**config.mk**
```make
export PLATFORM = sky130hd
export DESIGN_NAME = dbc_sq
export DESIGN_NICKNAME = d
export VERILOG_FILES = /design/src/rtl/dbc_pkg.sv /design/src/rtl/dbc_sq.sv
export SDC_FILE = /design/constraint.sdc
export NUM_CORES = 2
export LEC_CHECK = 0
export ABC_CLOCK_PERIOD_IN_PS = 9300
export BUFFER_PORTS_ARGS = -buffer_cell sky130_fd_sc_hd__buf_4
export CORE_MARGIN = 2
export CORE_UTILIZATION = 55
export CTS_BUF_LIST = sky130_fd_sc_hd__clkbuf_4
export CTS_CLUSTER_SIZE = 40
export DETAILED_ROUTE_END_ITERATION = 8
export PLACE_DENSITY_LB_ADDON = 0.15
export SLEW_MARGIN = 20
export SYNTH_ARGS = -nofsm -noshare
export SYNTH_HDL_FRONTEND = slang
export SYNTH_SLANG_ARGS = --single-unit
```
**constraint.sdc**
```tcl
create_clock -name clk -period 9.3 [get_ports clk]
set_input_delay 0.465 -clock clk [delete_from_list [all_inputs] [get_ports clk]]
set_output_delay 0.465 -clock clk [all_outputs]
set_load 0.02 [all_outputs]
```
**src/rtl/dbc_pkg.sv**
```systemverilog
package dbc_pkg;

	localparam int WORD_W  = 32;
	localparam int FRAC_W  = 28;
	localparam int SQM_W   = 36;
	localparam int XMIN_W  = 38;
	localparam int SUM4_W  = 38;
	localparam int XY_W    = 33;
	localparam int S_W     = 40;
	localparam int NB_W    = 40;
	localparam int NM_W    = 38;

	localparam int RAD_W   = 90;
	localparam int ROOT_W  = 45;
	localparam int REM_W   = 49;
	localparam int SQ_STAGES = ROOT_W;

	localparam int D_W     = 31;
	localparam int DREM_W  = D_W + 1;
	localparam int Q_W     = 52;
	localparam int PRE_SH  = Q_W - FRAC_W;
	localparam int DIV_STAGES = Q_W;

	localparam int MAG_W   = 53;
	localparam int VAL_W   = 62;
	localparam int SAT_LSB = 45;
	localparam int MH_W    = 22;
	localparam int ML_W    = 23;
	localparam int PSUM_W  = 90;
	localparam int SQR_STAGES = 2;
	localparam int Y_W     = 63;
	localparam int PB_W    = 52;

	localparam int I_DIV_OUT = SQ_STAGES + DIV_STAGES;
	localparam int I_S3      = I_DIV_OUT + 1;
	localparam int I_SQ1_OUT = I_DIV_OUT + SQR_STAGES;
	localparam int I_S4      = I_SQ1_OUT + 1;
	localparam int I_ROOT2   = I_S4 + SQ_STAGES;
	localparam int I_S6      = I_ROOT2 + 1 + SQR_STAGES + 1;
	localparam int EM_LEN    = I_ROOT2 - I_S3;

	localparam int CFG_IDX_W = 2;
	localparam logic [CFG_IDX_W-1:0] REG_PARENT = 2'd0;
	localparam logic [CFG_IDX_W-1:0] REG_MASS_A = 2'd1;
	localparam logic [CFG_IDX_W-1:0] REG_MASS_B = 2'd2;
	localparam logic [CFG_IDX_W-1:0] REG_MASS_C = 2'd3;

	localparam logic [WORD_W-1:0] RST_PARENT = 32'd500589149;
	localparam logic [WORD_W-1:0] RST_MASS_A = 32'd133577244;
	localparam logic [WORD_W-1:0] RST_MASS_B = 32'd37465582;
	localparam logic [WORD_W-1:0] RST_MASS_C = 32'd37465582;

	localparam logic [VAL_W-1:0] VAL_CAP = {VAL_W{1'b1}};
	localparam logic [PB_W-1:0]  ROOT_CAP = {PB_W{1'b1}};

	typedef struct packed {
		logic [RAD_W-1:0]  rad;
		logic [REM_W-1:0]  rem;
		logic [ROOT_W-1:0] root;
	} sqrt_st_t;

	typedef struct packed {
		logic [Q_W-1:0]    num;
		logic [DREM_W-1:0] rem;
		logic [Q_W-1:0]    quo;
		logic [D_W-1:0]    den;
	} div_st_t;

	typedef struct packed {
		logic first;
		logic go;
		logic sgn_b;
		logic sgn_c;
	} side_t;

	typedef struct packed {
		logic [NM_W-1:0] nb;
		logic [NM_W-1:0] nc;
	} nmag_t;

	typedef struct packed {
		logic ok;
		logic cap_b;
		logic cap_c;
	} flag_t;

endpackage

```
**src/rtl/dbc_sq.sv**
```systemverilog
module dbc_sq
	import dbc_pkg::*;
(
	input  logic             clk,
	input  logic [MAG_W-1:0] mag,
	output logic [VAL_W-1:0] sq
);

	logic                 sat_s1;
	logic [2*MH_W-1:0]    hh_s1;
	logic [MH_W+ML_W-1:0] hl_s1;
	logic [2*ML_W-1:0]    ll_s1;
	logic [PSUM_W-1:0]    psum;
	logic [MH_W-1:0]      mh;
	logic [ML_W-1:0]      ml;

	assign mh = mag[SAT_LSB-1:ML_W];
	assign ml = mag[ML_W-1:0];

	always_ff @(posedge clk) begin
		sat_s1 <= |mag[MAG_W-1:SAT_LSB];
		hh_s1  <= mh * mh;
		hl_s1  <= mh * ml;
		ll_s1  <= ml * ml;
	end

	assign psum = {hh_s1, {(2*ML_W){1'b0}}}
		+ {{(PSUM_W-MH_W-ML_W-ML_W-1){1'b0}}, hl_s1, {(ML_W+1){1'b0}}}
		+ {{(PSUM_W-2*ML_W){1'b0}}, ll_s1};

	always_ff @(posedge clk) begin
		sq <= sat_s1 ? VAL_CAP : psum[PSUM_W-1:FRAC_W];
	end

endmodule

```
==> flow_summary.json <==
{
  "r2r_slack_ns": 5.42,
  "synth_cell_types": 86,
  "synthSimpleGateAreaFrac_pct": 13.6,
  "die_w_um": 308,
  "r2r-end": "sq[52]$_SDFF_PP1_",
  "core_area_mm2": 0.0915,
  "critPathMaxFanout": 39,
  "min_path_type": "input pin to register",
  "worstSetupPathType": "input pin to register",
  "synth_nets": 7265,
  "totalWireLength_um": 127000,
  "finalSetupViolations": 0,
  "syn_area_mm2": 0.0508,
  "synth-edff-count": 0,
  "startpoint": "mag[7]",
  "rsz0062_at_grt": "false",
  "finalSetupTns_ns": 0,
  "critPathRequiredTime_ns": 10.00,
  "start_util_pct": 55.5,
  "drtIter0Drc": 2144,
  "drive_gt1_share_pct": 4.00,
  "wl_per_cell_um": 19.0,
  "port_buffers": 115,
  "worstSkewPairLatency_ns": 0.76,
  "synth-xor-area-share_pct": 2.64,
  "tightest_slew_ns": 0.839,
  "yosys_warnings": 0,
  "ff2ff_path_depth": 10,
  "endpoint": "hl_s1[42]$_DFF_P_",
  "cts_tree": "built",
  "dr.pass1.iters": 5,
  "clock_path_buffers": 2,
  "via_per_inst": 5.41,
  "antenna_found_initial": 7,
  "synthToLayoutAreaGrowth_pct": 3.63,
  "syn_inst": 5530,
  "vias": 35900,
  "slew_headroom_pct": 43.8,
  "dp_hpwl_um": 97900,
  "muxShareOfSynthArea_pct": 0.227,
  "synth_top_family_by_area": "adder cells",
  "path_clk_slew_ns": 0.20,
  "grtUsageTotal_pct": 28.4,
  "synth-seq-area-share_pct": 6.82,
  "synth_top_flop_cell": "dfxtp_1",
  "grt-ovfl-total": 0,
  "num_rows": 111,
  "h-tree-depth": 4,
  "finalMaxSlewViolations": 0,
  "synthAdderAreaFrac_pct": 58.4,
  "holdWs_ns": 0.143,
  "critPathLaunchType": "input pin",
  "die_area_mm2": 0.0947,
  "hold_viol_final": 0,
  "layout_common_cells": "inv_1 (1363), fa_1 (1147), nand2_1 (628)",
  "fmax_mhz": 135,
  "nNetsFinal": 7176,
  "fin_skew_ns": 0.0512,
  "maxCapViolCount": 0,
  "die_y_um": 308,
  "async_reset_ff_share_pct": 0,
  "ioPinCount": 116,
  "drtAntennaViolNets": 0,
  "gp_congestion": 0.902,
  "endpoint_kind": "register",
  "synth-compound-area-share_pct": 6.26,
  "grt_max_degree": 75,
  "ys_seq_elements": 173,
  "final_common_cell": "inv_1",
  "outcome": "finished, final reports clean",
  "grt_pass1_vias": 38700,
  "rr_startpoint": "ll_s1[41]$_DFF_P_",
  "drc": 0,
  "cts_buffers": 17,
  "avgSynthCellArea_um2": 9.18,
  "root_buffer": "clkbuf_4",
  "final.min_clock_period_ns": 7.40,
  "hold_path_depth": 1,
  "grt_pass1_wl_um": 208000,
  "cts_sinks": 173,
  "finalCritPeriodShare_pct": 79.5,
  "arrival_ns": 8.10
}
==> repair_timing <==
action                                  CTS  global route
endpoints found under the setup margin    0             0
gates resized for setup                   0             0
hold endpoints to repair                  1             0
setup buffers                             0             0
hold buffers                              3             0
==> critical path, stage by stage <==
cell	delay, ns
buf_4	0.46
clkinv_1	0.58
nor2_1	0.30
fa_1	0.42
inv_1	0.08
fa_1	0.43
fa_1	0.49
inv_1	0.04
ha_1	0.27
ha_1	0.27
inv_1	0.04
fa_1	0.45
fa_1	0.49
inv_1	0.04
ha_1	0.35
o21ai_0	0.11
nor2_1	0.09
nor4b_1	0.52
o21ai_0	0.37
a221oi_1	0.74
o21ai_1	0.30
a31o_2	0.30
a311oi_1	0.31
xnor2_1	0.15
==> how the worst min path moves through the flow <==
stage	from	to	slack (ns)
floorplan	hh_s1[36]$_DFF_P_	sq[55]$_SDFF_PP1_	0.46
global placement	hh_s1[28]$_DFF_P_	sq[46]$_SDFF_PP1_	0.51
detailed placement	hh_s1[43]$_DFF_P_	sq[61]$_SDFF_PP1_	0.51
CTS	mag[23]	hh_s1[0]$_DFF_P_	0.07
global route	mag[23]	hh_s1[0]$_DFF_P_	0.13
finish	mag[23]	hh_s1[0]$_DFF_P_	0.14
==> final cells by class <==
type | instances | area, um^2
multi-input combinational | 3737 | 41200
fill | 8238 | 38900
inverter | 1374 | 5160
sequential | 173 | 3460
tap | 1186 | 1480
timing repair buffer | 138 | 1040
clock inverter | 14 | 144
clock buffer | 18 | 135
antenna | 3 | 7.51
==> synthesized netlist by cell type, types with 17 or more instances <==
master | instances | area share, %
inv_1 | 1363 | 10
o21ai_0 | 67 | 0.66
nand2b_1 | 56 | 0.69
o21bai_1 | 23 | 0.34
nand4_1 | 37 | 0.46
a21oi_1 | 139 | 1.4
nand2_1 | 628 | 4.6
nor2b_1 | 42 | 0.52
clkbuf_1 | 234 | 1.7
dfxtp_1 | 173 | 6.8
ha_1 | 534 | 13
a21o_1 | 94 | 1.4
nand3_1 | 30 | 0.30
a211oi_1 | 18 | 0.27
and3_1 | 17 | 0.21
nor3_1 | 28 | 0.28
fa_1 | 1147 | 45
xnor2_1 | 94 | 1.6
and2_1 | 357 | 4.4
nor2_1 | 158 | 1.2
o21a_1 | 17 | 0.25
a31oi_1 | 20 | 0.25
xor2_1 | 59 | 1.0
==> flip-flops by register name, summed over array words and instances, names as in the netlist <==
register / flops
hh_s1: 43
ll_s1: 22
hl_s1: 45
sq: 62
sat_s1: 1
==> metrics by stage <==
step                      utilization, %  area, um^2  instances  setup slack [ns]
final                               57.5       52600       6643              1.90
after floorplan                        -       50800       5530              2.26
after detailed placement            57.1       52300       6605              1.20
after global placement              57.1       52300       6605              1.21
after CTS                           57.5       52600       6640              2.03
after global routing                57.5       52600       6641              1.54
==> per-layer routing <==
metal	share of wire, %	vias up	routed length, um	track usage, %
li1	-	16300	-	-
met3	7.2	191	9120	4.99
met4	2.3	6	2920	7.09
met1	44	18300	56000	39.4
met2	46	1094	58500	46.3
met5	0.036	-	46	0
==> kinds of logic after synthesis <==
group,Yosys count
XOR/XNOR,153
buffers and inverters,1620
flip-flops,173
adder cells (fa/ha/maj),1681
AND/OR/NAND/NOR,1414
multiplexers,11
AO/OA/AOI/OAI,478
Power is left out: the tool's default activity adds up to more than one toggle a clock period on the data nets, which glitch-free logic cannot reach.
